===== config.mk =====
export PLATFORM = sky130hd
export DESIGN_NAME = energy_vad_segmenter
export DESIGN_NICKNAME = d
export VERILOG_FILES = /design/src/hdl/evs_pkg.sv /design/src/hdl/evs_cfg.sv /design/src/hdl/evs_accum.sv /design/src/hdl/evs_thresh.sv /design/src/hdl/evs_decide.sv /design/src/hdl/energy_vad_segmenter.sv
export SDC_FILE = /design/constraint.sdc
export NUM_CORES = 2
export LEC_CHECK = 0
export BUFFER_PORTS_ARGS = -buffer_cell sky130_fd_sc_hd__clkbuf_2
export CORE_MARGIN = 2
export CORE_UTILIZATION = 39
export CTS_CLUSTER_SIZE = 10
export DETAILED_ROUTE_END_ITERATION = 6
export PLACE_DENSITY_LB_ADDON = 0.15
export SLEW_MARGIN = 20
export SYNTH_ARGS = -nofsm -noshare
export SYNTH_HDL_FRONTEND = slang
export SYNTH_SLANG_ARGS = --single-unit

===== constraint.sdc =====
create_clock -name aclk -period 20.4 [get_ports aclk]
set_clock_uncertainty 0.2 [all_clocks]
set_input_delay 0 -clock aclk [delete_from_list [all_inputs] [get_ports aclk]]
set_output_delay 0 -clock aclk [all_outputs]
set_load 0.1 [all_outputs]

===== src/hdl/evs_pkg.sv =====
// Shared types and constants of the energy voice activity segmenter.
// Used by every module of the block; depends on nothing.
package evs_pkg;

    localparam int MAX_FRAME_SAMPLES = 65536;

    localparam int PCM_W    = 16;
    localparam int SQ_W     = 2 * PCM_W - 1;
    localparam int CNT_W    = $clog2(MAX_FRAME_SAMPLES + 1);
    // A frame holds at most MAX_FRAME_SAMPLES squares, so the sum never wraps.
    localparam int SUM_W    = SQ_W + $clog2(MAX_FRAME_SAMPLES);
    localparam int THR_W    = 31;
    localparam int HANG_W   = 8;
    localparam int SEG_W    = 32;
    localparam int PROD_W   = THR_W + CNT_W;
    localparam int QUIET_W  = 9;
    localparam int S_DATA_W = 16;
    localparam int M_DATA_W = 40;
    localparam int ADDR_W   = 4;
    localparam int APB_W    = 32;

    localparam logic [QUIET_W-1:0] QUIET_MAX = '1;
    localparam logic [SEG_W-1:0]   SEG_MAX   = '1;

    localparam logic [THR_W-1:0]  THR_RESET  = THR_W'(429497);
    localparam logic [HANG_W-1:0] HANG_RESET = HANG_W'(10);
    localparam logic [SEG_W-1:0]  MIN_RESET  = SEG_W'(16000);

    typedef enum logic [1:0] {
        REG_THRESHOLD = 2'd0,
        REG_HANGOVER  = 2'd1,
        REG_MIN_SEG   = 2'd2
    } reg_idx_t;

    typedef struct packed {
        logic [THR_W-1:0]  threshold;
        logic [HANG_W-1:0] hangover;
        logic [SEG_W-1:0]  min_segment;
    } cfg_t;

    typedef struct packed {
        logic [SUM_W-1:0] sum;
        logic [CNT_W-1:0] cnt;
    } frame_t;

    typedef struct packed {
        logic [SUM_W-1:0]  sum;
        logic [PROD_W-1:0] limit;
        logic [CNT_W-1:0]  cnt;
    } judge_t;

endpackage


===== src/hdl/evs_cfg.sv =====
// APB register file: mean-square threshold, hangover and minimum segment length.
// Depends on evs_pkg.
module evs_cfg
    import evs_pkg::*;
(
    input  logic              aclk,
    input  logic              aresetn,
    input  logic              psel,
    input  logic              penable,
    input  logic              pwrite,
    input  logic [ADDR_W-1:0] paddr,
    input  logic [APB_W-1:0]  pwdata,
    output logic [APB_W-1:0]  prdata,
    output logic              pready,
    output cfg_t              cfg
);

    cfg_t     cfg_reg;
    reg_idx_t idx;
    logic     wr_en;

    assign idx    = reg_idx_t'(paddr[3:2]);
    assign wr_en  = psel && penable && pwrite;
    assign pready = 1'b1;
    assign cfg    = cfg_reg;

    always_ff @(posedge aclk) begin
        if (!aresetn) begin
            cfg_reg.threshold   <= THR_RESET;
            cfg_reg.hangover    <= HANG_RESET;
            cfg_reg.min_segment <= MIN_RESET;
        end else if (wr_en) begin
            case (idx)
                REG_THRESHOLD: cfg_reg.threshold   <= pwdata[THR_W-1:0];
                REG_HANGOVER:  cfg_reg.hangover    <= pwdata[HANG_W-1:0];
                REG_MIN_SEG:   cfg_reg.min_segment <= pwdata[SEG_W-1:0];
                default: ;
            endcase
        end
    end

    always_comb begin
        case (idx)
            REG_THRESHOLD: prdata = APB_W'(cfg_reg.threshold);
            REG_HANGOVER:  prdata = APB_W'(cfg_reg.hangover);
            REG_MIN_SEG:   prdata = APB_W'(cfg_reg.min_segment);
            default:       prdata = '0;
        endcase
    end

endmodule


===== src/hdl/evs_accum.sv =====
// Sample stage and frame accumulator: squares each sample, sums squares and
// counts samples, and hands a finished frame on. Depends on evs_pkg.
module evs_accum
    import evs_pkg::*;
(
    input  logic                    aclk,
    input  logic                    aresetn,
    input  logic                    in_valid,
    output logic                    in_ready,
    input  logic signed [PCM_W-1:0] in_sample,
    input  logic                    in_last,
    output logic                    frame_valid,
    input  logic                    frame_ready,
    output frame_t                  frame
);

    logic              smp_valid_reg;
    logic [SQ_W-1:0]   sq_reg;
    logic              last_reg;
    logic [SUM_W-1:0]  sum_reg;
    logic [CNT_W-1:0]  cnt_reg;
    logic              frm_valid_reg;
    frame_t            frame_reg;

    logic signed [2*PCM_W-1:0] sq_full;
    logic [SUM_W-1:0]  sum_next;
    logic [CNT_W-1:0]  cnt_next;
    logic              frame_end;
    logic              slot_free;
    logic              advance;

    assign sq_full = in_sample * in_sample;

    always_comb begin
        sum_next  = sum_reg + SUM_W'(sq_reg);
        cnt_next  = cnt_reg + 1'b1;
        // An overlong frame closes itself at the sample limit.
        frame_end = last_reg || (cnt_next == CNT_W'(MAX_FRAME_SAMPLES));
        slot_free = !frm_valid_reg || frame_ready;
        advance   = smp_valid_reg && (!frame_end || slot_free);
        in_ready  = !smp_valid_reg || advance;
    end

    always_ff @(posedge aclk) begin
        if (!aresetn) begin
            smp_valid_reg <= 1'b0;
            frm_valid_reg <= 1'b0;
            sum_reg       <= '0;
            cnt_reg       <= '0;
        end else begin
            if (in_ready) begin
                smp_valid_reg <= in_valid;
            end
            if (advance && frame_end) begin
                sum_reg       <= '0;
                cnt_reg       <= '0;
                frm_valid_reg <= 1'b1;
            end else begin
                if (advance) begin
                    sum_reg <= sum_next;
                    cnt_reg <= cnt_next;
                end
                if (frame_ready) begin
                    frm_valid_reg <= 1'b0;
                end
            end
        end
    end

    always_ff @(posedge aclk) begin
        if (in_valid && in_ready) begin
            sq_reg   <= sq_full[SQ_W-1:0];
            last_reg <= in_last;
        end
        if (advance && frame_end) begin
            frame_reg.sum <= sum_next;
            frame_reg.cnt <= cnt_next;
        end
    end

    assign frame_valid = frm_valid_reg;
    assign frame       = frame_reg;

endmodule


===== src/hdl/evs_thresh.sv =====
// Threshold stage: scales the mean-square threshold by the frame's sample
// count so that the mean never has to be divided out. Depends on evs_pkg.
module evs_thresh
    import evs_pkg::*;
(
    input  logic             aclk,
    input  logic             aresetn,
    input  logic             in_valid,
    output logic             in_ready,
    input  frame_t           in_frame,
    input  logic [THR_W-1:0] threshold,
    output logic             out_valid,
    input  logic             out_ready,
    output judge_t           out_judge
);

    logic   valid_reg;
    judge_t judge_reg;
    judge_t judge_next;

    assign in_ready = !valid_reg || out_ready;

    always_comb begin
        judge_next.sum   = in_frame.sum;
        judge_next.cnt   = in_frame.cnt;
        judge_next.limit = PROD_W'(threshold) * PROD_W'(in_frame.cnt);
    end

    always_ff @(posedge aclk) begin
        if (!aresetn) begin
            valid_reg <= 1'b0;
        end else if (in_ready) begin
            valid_reg <= in_valid;
        end
    end

    always_ff @(posedge aclk) begin
        if (in_valid && in_ready) begin
            judge_reg <= judge_next;
        end
    end

    assign out_valid = valid_reg;
    assign out_judge = judge_reg;

endmodule


===== src/hdl/evs_decide.sv =====
// Decision stage: voicing with hangover, segment length tracking and the
// result register that drives the master channel. Depends on evs_pkg.
module evs_decide
    import evs_pkg::*;
(
    input  logic                aclk,
    input  logic                aresetn,
    input  logic                in_valid,
    output logic                in_ready,
    input  judge_t              in_judge,
    input  cfg_t                cfg,
    output logic                m_tvalid,
    input  logic                m_tready,
    output logic [M_DATA_W-1:0] m_tdata
);

    logic               out_valid_reg;
    logic [M_DATA_W-1:0] out_data_reg;
    logic [QUIET_W-1:0] quiet_reg;
    logic               voiced_reg;
    logic               inseg_reg;
    logic [SEG_W-1:0]   seg_reg;

    logic [QUIET_W-1:0] quiet_next;
    logic               voiced_next;
    logic               inseg_next;
    logic [SEG_W-1:0]   seg_next;
    logic [M_DATA_W-1:0] out_data_next;

    logic               advance;
    logic               loud;
    logic [QUIET_W-1:0] quiet_inc;
    logic [SEG_W:0]     seg_sum;
    logic [SEG_W-1:0]   seg_add;
    logic [SEG_W-1:0]   length;
    logic               done;
    logic               dropped;

    assign in_ready = !out_valid_reg || m_tready;
    assign advance  = in_valid && in_ready;

    always_comb begin
        loud      = {1'b0, in_judge.sum} > PROD_W'(in_judge.limit);
        quiet_inc = (quiet_reg == QUIET_MAX) ? quiet_reg : quiet_reg + 1'b1;
        seg_sum   = {1'b0, seg_reg} + (SEG_W + 1)'(in_judge.cnt);
        seg_add   = seg_sum[SEG_W] ? SEG_MAX : seg_sum[SEG_W-1:0];

        if (loud) begin
            quiet_next  = '0;
            voiced_next = 1'b1;
        end else begin
            quiet_next  = quiet_inc;
            voiced_next = (quiet_inc > QUIET_W'(cfg.hangover)) ? 1'b0 : voiced_reg;
        end

        inseg_next = inseg_reg;
        seg_next   = seg_reg;
        done       = 1'b0;
        dropped    = 1'b0;
        length     = '0;
        if (voiced_next) begin
            seg_next   = seg_add;
            inseg_next = 1'b1;
            length     = seg_add;
        end else if (inseg_reg) begin
            // Voicing just ended: qualify the segment and clear the detector.
            length     = seg_reg;
            done       = seg_reg >= cfg.min_segment;
            dropped    = !done;
            seg_next   = '0;
            inseg_next = 1'b0;
            quiet_next = '0;
        end

        out_data_next = {(M_DATA_W - SEG_W - 3)'(0), length, dropped, done, voiced_next};
    end

    always_ff @(posedge aclk) begin
        if (!aresetn) begin
            out_valid_reg <= 1'b0;
            quiet_reg     <= '0;
            voiced_reg    <= 1'b0;
            inseg_reg     <= 1'b0;
            seg_reg       <= '0;
        end else begin
            if (in_ready) begin
                out_valid_reg <= in_valid;
            end
            if (advance) begin
                quiet_reg  <= quiet_next;
                voiced_reg <= voiced_next;
                inseg_reg  <= inseg_next;
                seg_reg    <= seg_next;
            end
        end
    end

    always_ff @(posedge aclk) begin
        if (advance) begin
            out_data_reg <= out_data_next;
        end
    end

    assign m_tvalid = out_valid_reg;
    assign m_tdata  = out_data_reg;

    // A voiced detector always has an open segment.
    a_voiced_in_segment: assert property (@(posedge aclk) disable iff (!aresetn)
        voiced_reg |-> inseg_reg)
        else $error("voiced without an open segment");

    // Closing a segment leaves the length counter and quiet counter cleared.
    a_close_clears: assert property (@(posedge aclk) disable iff (!aresetn)
        (advance && (done || dropped)) |=> (seg_reg == '0 && quiet_reg == '0 && !inseg_reg))
        else $error("segment close did not clear the detector");

    // A closing result is never voiced and never both done and dropped.
    a_close_result: assert property (@(posedge aclk) disable iff (!aresetn)
        (m_tvalid && (m_tdata[1] || m_tdata[2])) |-> (!m_tdata[0] && (m_tdata[1] != m_tdata[2])))
        else $error("inconsistent segment close result");

    // No segment length grows while no segment is open.
    a_idle_zero: assert property (@(posedge aclk) disable iff (!aresetn)
        !inseg_reg |-> (seg_reg == '0))
        else $error("segment length held outside a segment");

endmodule


===== src/hdl/energy_vad_segmenter.sv =====
// Energy voice activity detector with hangover and segment qualification.
// Top level; depends on evs_pkg, evs_cfg, evs_accum, evs_thresh and evs_decide.
//
// Usage:
//   The slave channel takes one signed 16-bit PCM sample per request in
//   s_tdata, with s_tlast high on the last sample of an analysis frame.
//   A frame also closes by itself at MAX_FRAME_SAMPLES samples.
//   For every closed frame the master channel delivers one result; samples
//   inside a frame produce none.
//   The result of a frame passes the square, accumulate, threshold product
//   and decision registers after its last sample is accepted. Throughput:
//   one sample per cycle while no frame result is held up, set by the single
//   multiply-accumulate per sample and one multiply and compare per frame,
//   each with a register behind it.
//   When the receiver stalls, the result stays in the output register and
//   the pipeline keeps taking samples until a frame result has nowhere to go;
//   s_tready then drops until space frees up.
//   Reset (aresetn low, synchronous) empties the pipeline, clears the frame and
//   segment state and loads the register defaults. The user must write registers
//   over APB only while the block is idle (not enforced); pready is always high.
module energy_vad_segmenter
    import evs_pkg::*;
(
    input  logic                aclk,
    input  logic                aresetn,
    input  logic                s_tvalid,
    output logic                s_tready,
    input  logic [S_DATA_W-1:0] s_tdata,   // [15:0] pcm_sample
    input  logic                s_tlast,   // frame_end
    output logic                m_tvalid,
    input  logic                m_tready,
    // [0] voice_active, [1] segment_done, [2] segment_dropped,
    // [34:3] segment_length, [39:35] zero
    output logic [M_DATA_W-1:0] m_tdata,
    input  logic                psel,
    input  logic                penable,
    input  logic                pwrite,
    input  logic [ADDR_W-1:0]   paddr,
    input  logic [APB_W-1:0]    pwdata,
    output logic [APB_W-1:0]    prdata,
    output logic                pready
);

    cfg_t   cfg;
    frame_t frame;
    logic   frame_valid;
    logic   frame_ready;
    judge_t judge;
    logic   judge_valid;
    logic   judge_ready;

    evs_cfg u_cfg (
        .aclk    (aclk),
        .aresetn (aresetn),
        .psel    (psel),
        .penable (penable),
        .pwrite  (pwrite),
        .paddr   (paddr),
        .pwdata  (pwdata),
        .prdata  (prdata),
        .pready  (pready),
        .cfg     (cfg)
    );

    evs_accum u_accum (
        .aclk        (aclk),
        .aresetn     (aresetn),
        .in_valid    (s_tvalid),
        .in_ready    (s_tready),
        .in_sample   ($signed(s_tdata[PCM_W-1:0])),
        .in_last     (s_tlast),
        .frame_valid (frame_valid),
        .frame_ready (frame_ready),
        .frame       (frame)
    );

    evs_thresh u_thresh (
        .aclk      (aclk),
        .aresetn   (aresetn),
        .in_valid  (frame_valid),
        .in_ready  (frame_ready),
        .in_frame  (frame),
        .threshold (cfg.threshold),
        .out_valid (judge_valid),
        .out_ready (judge_ready),
        .out_judge (judge)
    );

    evs_decide u_decide (
        .aclk     (aclk),
        .aresetn  (aresetn),
        .in_valid (judge_valid),
        .in_ready (judge_ready),
        .in_judge (judge),
        .cfg      (cfg),
        .m_tvalid (m_tvalid),
        .m_tready (m_tready),
        .m_tdata  (m_tdata)
    );

endmodule


# --- Word level (Yosys, flattened, before mapping) ---
# Index checks and enable logic that the tools add are counted.
word_totals:
  in_bits: 60
  regBits: 425
  word_cells: 80
  out_inout_bits: 75
op_classes:
  reduce_logical: 28
  n_eq_ne: 4
  add_sub_neg: 4
  n_bitwise: 2
  order_cmp: 3
  n_mux: 15
  mul: 2
ops:
  columns: ["cell", "n"]
  rows:
  - ["$mux 32", 5]
  - ["$pmux 32 s3", 1]
  - ["$gt 47x48->1", 1]
  - ["$mul 31x17->48", 1]
  - ["$add 47x31->47", 1]
  - ["$mux 9", 4]
  - ["$add 32x17->33", 1]
  - ["$ge 32x32->1", 1]
  - ["$mul 16x16->31", 1]
  - ["$add 17x1->17 const B", 1]
  - ["$eq 17x17->1 const B", 1]
  - ["$add 9x1->9 const B", 1]
  - ["$eq 9x9->1 const B", 1]
  - ["$gt 9x8->1", 1]
  - ["$reduce_and 2->1", 4]
  - ["$logic_and 1x1->1", 7]
  - ["$logic_not 1->1", 6]
  - ["$logic_or 1x1->1", 6]
  - ["$mux 1", 5]
  - ["$reduce_bool 2->1", 2]
  - ["$reduce_or 2->1", 2]
  - ["$eq 2x1->1 const B", 1]
  - ["$eq 2x2->1 const B", 1]
  - ["$logic_not 2->1", 1]
  - ["$not 1->1", 2]

# --- Logic depth before layout (Yosys ltp) ---
depth:
  ltp_word: 8
  depth_mapped: 27
  mapped_depth_nobuf: 25

# --- Cells and area by module ---
# Synthesis repeated with hierarchy kept, for this count alone.
hier_totals:
  cells_unflattened: 5103
  area_unflattened_um2: 47505.6
by_module_without_submodules:
  columns: ["mod", "cells_per_inst", "area_per_inst_um2", "n_inst"]
  rows:
  - ["evs_thresh", 2088, 20186.9, 1]
  - ["evs_accum", 1811, 17180.2, 1]
  - ["evs_decide", 826, 6820.3, 1]
  - ["evs_cfg", 378, 3318.2, 1]

# --- Least setup slack after synthesis ---
# OpenSTA, ideal clock, no wires.
synth_timing:
  kind: "reg2reg"
  start: "register u_decide.out_valid_reg (netlist: u_decide.m_tvalid)"
  end: "register u_thresh.judge_reg, in the netlist u_thresh.out_judge[0], enable pin"
  path_slack_ns: 10.370
  setup_ns: 0.754
  path_buffers: 0
  arrival_ns: 9.075
  stages_incl_launch_ff: 3
  path_cell_list: "dfxtp_1 -> nor2b_1 -> a21boi_0"
synth_via:
  elab_chain_len: 4
synth_lines:
  columns: ["element", "line", "rtl"]
  rows:
  - ["from (decl)", "evs_decide.sv:17", "logic out_valid_reg;"]
  - ["from (signal assigned)", "evs_decide.sv:87", "out_valid_reg <= in_valid;"]
  - ["$logic_not 1->1", "evs_decide.sv:39", "assign in_ready = !out_valid_reg || m_tready;"]
  - ["$logic_or 1x1->1", "evs_decide.sv:39", null]
  - ["$logic_or 1x1->1", "evs_thresh.sv:21", "assign in_ready = !valid_reg || out_ready;"]
  - ["$logic_and 1x1->1", "evs_thresh.sv:38", "if (in_valid && in_ready) begin"]
  - ["to (signal assigned)", "evs_thresh.sv:39", "judge_reg <= judge_next;"]
  - ["to (decl)", "evs_thresh.sv:18", "judge_t judge_reg;"]
# No other way between the ends.
# A chain may end at the register's enable or synchronous reset.

==> flow_summary.yaml <==
worst_hold_path:
  hold_path_end: "u_cfg.cfg[60]"
  worst_hold_path.num_cells: 4
  min-delay-start: "pwdata[20]"
  holdCritPathClass: "input port to register"
timing:
  setup-violations-final: 0
  rsz0062_at_grt: "no"
  timing.final.crit_share_pct: 39.18
  actual_transition_at_the_worst_max_transition_pin_ns: 1.147
  achievable-frequency_ghz: 0.1251
  fin_setup_tns_ns: 0
  timing.max_slew.rel_slack_pct: 23.40
  period_needed_ns: 7.992
  timing_max_transition_violations_final: 0
  count_of_final_hold_check_violations: 0
worst_setup_path:
  critPathArrivalTime_ns: 8.11
  reg2reg_from: "u_cfg.cfg[46]"
  critical_path_fanouts_max: 19
  worst-r2r-cell-count: 20
  timing.setup.critical_path_class: "register to register"
  critPathRequiredTime_ns: 20.52
  ff2ff_setup_slack_ns: 12.41
  regToRegEndpoint: "u_thresh.out_judge[63]"
  worst_setup_path_start_kind: "register"
  worst_setup_path_end_kind: "register"
clock_tree:
  tritoncts: "built"
  post_cts.resized_instances: 0
  cts-root-to-sink-buffers: 3
  clk_pin_slew_ns: 0.06
  insertion_delay_ns: 0.61
  numClockSinks: 423
  cts_htree_levels: 2
  cts.root.buffer_cell: "sky130_fd_sc_hd__clkbuf_16"
  cts-buffers-inserted: 50
synthesis:
  prevailing_post_synth_register_cell: "sky130_fd_sc_hd__edfxtp_1"
  synth_edf_count: 242
  sequential_area_share_after_synthesis_pct: 23.62
  syn_area_um2: 46110
  synth-warning-count: 0
  post_synth_inst_count: 4975
  netlist.area_leader.share_pct: 29.05
  synth-seq-cells: 423
  synth.area.top_cells: "sky130_fd_sc_hd__fa_1 (29%), sky130_fd_sc_hd__edfxtp_1 (16%), sky130_fd_sc_hd__ha_1 (9.2%), sky130_fd_sc_hd__dfxtp_1 (7.9%), sky130_fd_sc_hd__inv_1 (7.8%)"
  ys_async_sr_fraction_pct: 0
  yosys.area.top_type: "sky130_fd_sc_hd__fa_1"
  synthesis.area_per_instance_um2: 9.268
  synth_cell_types: 76
routing:
  route.detailed.vias_per_inst: 4.970
  vias: 32960
  route.final.wire_length_um: 114200
  ant_nets: 0
  detail_route.drc_violations: 0
  detail_route.first_pass.iterations: 5
  drt_iter0_markers: 1850
  wire_per_inst_um: 17.23
floorplanning:
  die_outline_area_um2: 121000
  ioPinCount: 135
  chipHeight_um: 347.8
  fp.coreArea_um2: 117600
  die_width_um: 347.8
  row_count: 126
  initial_core_utilization_pct: 39.20
grt:
  grtUsageTotal_pct: 19.35
  global_route_wire_length_before_repair_um: 189000
  grt-ovfl-total: 0
  grt_max_degree: 87
  via_count_of_the_first_global_routing_pass: 34670
  grt_antenna_before_repair: 0
cells_and_area:
  finish.net_count: 6122
  multiInputGateArea_um2: 30690
  fin_area_um2: 50450
  largest_reg_flops: 112
  final_common_cell: "sky130_fd_sc_hd__inv_1"
  ff_latch_area_um2: 10890
  final_layout_size_suffix_gt1_share_pct: 5.556
  nFillCells: 11640
  syn_to_final_growth_pct: 9.414
  commonest_non_fill_non_tap_cells_in_the_layout: "sky130_fd_sc_hd__inv_1 (960), sky130_fd_sc_hd__nand2_1 (728), sky130_fd_sc_hd__fa_1 (669)"
pwr:
  power_density_nw_per_um2: 155.2
  static-leakage-power_nw: 23.79
  ir_drop_v: 0.0001534
run:
  cap_violations: 0
run_status:
  run_status: "finished clean"
place:
  final_weighted_congestion_in_routability_driven_placement: 0.8298
  place_area_um2: 48150
  place.port_buffers: 126
  dp.final_hpwl_um: 87960
-- timing repair --
item / 4_1_cts / 5_1_grt
hold buffers: 75 / 0
hold endpoints to repair: 126 / 0
setup buffers: 0 / 0
-- cells in the mapped netlist, types with 18 or more instances --
cell,instances
sky130_fd_sc_hd__o21ai_0,95
sky130_fd_sc_hd__fa_1,669
sky130_fd_sc_hd__and2_1,261
sky130_fd_sc_hd__and3_1,31
sky130_fd_sc_hd__a21o_1,93
sky130_fd_sc_hd__nor3_1,35
sky130_fd_sc_hd__a31oi_1,25
sky130_fd_sc_hd__clkbuf_1,196
sky130_fd_sc_hd__inv_1,961
sky130_fd_sc_hd__nor2_1,194
sky130_fd_sc_hd__nand3_1,73
sky130_fd_sc_hd__nor2b_1,18
sky130_fd_sc_hd__o21a_1,30
sky130_fd_sc_hd__mux2i_1,42
sky130_fd_sc_hd__nand2b_1,27
sky130_fd_sc_hd__o21bai_1,26
sky130_fd_sc_hd__dfxtp_1,181
sky130_fd_sc_hd__edfxtp_1,242
sky130_fd_sc_hd__ha_1,339
sky130_fd_sc_hd__nand4_1,33
sky130_fd_sc_hd__xor2_1,64
sky130_fd_sc_hd__xnor2_1,115
sky130_fd_sc_hd__nand2_1,728
sky130_fd_sc_hd__a21oi_1,260
-- logic make-up (layout without fill, tap and decap cells) --
family                     count (synthesis)  count (layout)  synth area share (%)
and+or+nand+nor                         1461            1461                 14.72
buffers and inverters                   1194            1309                 9.927
adders and majority gates               1008            1008                 38.25
AOI/OAI and AO/OA                        664             664                 9.110
DFF                                      423             423                 23.62
xor gates and xnor gates                 179             179                 3.400
muxes                                     44              44                0.9606
other                                      2               8               0.01629
-- cell type report --
| class | instances | area share [%] |
|---|---|---|
| Inverter | 961 | 7.150 |
| Sequential cell | 423 | 21.59 |
| Clock inverter | 5 | 0.1463 |
| Multi-Input combinational cell | 3362 | 60.84 |
| Clock buffer | 87 | 2.897 |
| Timing Repair Buffer | 256 | 3.557 |
| Tap cell | 1536 | 3.810 |
| Antenna cell | 2 | 0.009921 |
-- stage by stage --
| stage | instances | hold WS, ns | worst slack [ns] | power [mW] | utilization (%) |
|---|---|---|---|---|---|
| 3_3_place_gp | 6463 | -0.02114 | 12.47 | 7.007 | 40.95 |
| 5_1_grt | 6630 | 0.02930 | 11.95 | 8.752 | 42.89 |
| 4_1_cts | 6630 | 0.004969 | 12.33 | 7.938 | 42.89 |
| 2_1_floorplan | 4979 | -0.1011 | 10.37 | 5.729 | - |
| 6_report | 6632 | 0.02887 | 12.41 | 7.831 | 42.89 |
| 3_5_place_dp | 6463 | -0.01790 | 12.38 | 7.021 | 40.95 |
-- worst max-delay path, cell delays in order (launching register included) --
cell	delay [ns]
sky130_fd_sc_hd__dfxtp_1	1.04
sky130_fd_sc_hd__nand2_1	0.19
sky130_fd_sc_hd__fa_1	0.59
sky130_fd_sc_hd__inv_1	0.05
sky130_fd_sc_hd__fa_1	0.46
sky130_fd_sc_hd__fa_1	0.56
sky130_fd_sc_hd__fa_1	0.55
sky130_fd_sc_hd__fa_1	0.56
sky130_fd_sc_hd__inv_1	0.06
sky130_fd_sc_hd__fa_1	0.53
sky130_fd_sc_hd__inv_1	0.04
sky130_fd_sc_hd__ha_1	0.38
sky130_fd_sc_hd__a21oi_1	0.11
sky130_fd_sc_hd__o21ai_0	0.36
sky130_fd_sc_hd__a221oi_1	0.19
sky130_fd_sc_hd__o21ai_0	0.19
sky130_fd_sc_hd__a41o_1	0.21
sky130_fd_sc_hd__a31oi_1	0.20
sky130_fd_sc_hd__a2111oi_0	0.81
sky130_fd_sc_hd__o21ai_0	0.25
sky130_fd_sc_hd__xnor2_1	0.18
-- worst max path at each step --
| stage | from | to | slack [ns] |
|---|---|---|---|
| 2_1_floorplan | u_decide.m_tvalid | u_thresh.out_judge[0] | 10.37 |
| 3_3_place_gp | u_cfg.cfg[46] | u_thresh.out_judge[64] | 12.47 |
| 3_5_place_dp | u_cfg.cfg[46] | u_thresh.out_judge[64] | 12.38 |
| 4_1_cts | u_cfg.cfg[47] | u_thresh.out_judge[63] | 12.33 |
| 5_1_grt | u_cfg.cfg[45] | u_thresh.out_judge[63] | 11.95 |
| 6_report | u_cfg.cfg[46] | u_thresh.out_judge[63] | 12.41 |
-- where the power goes --
group / internal [mW] / switching [mW] / total (mW)
logic: 2.36 / 3.29 / 5.65
registers: 1.30 / 0.0455 / 1.34
clock network: 0.485 / 0.354 / 0.839
-- per-layer routing --
layer | track usage (%) | wire, um | up-vias
met5 | 0 | 0 | -
met4 | 3.896 | 2056 | 0
met3 | 1.560 | 4160 | 110
met2 | 33.19 | 55440 | 627
met1 | 26.83 | 52590 | 16390
li1 | - | - | 15840
Note: power is estimated with default switching activity, not from simulation.
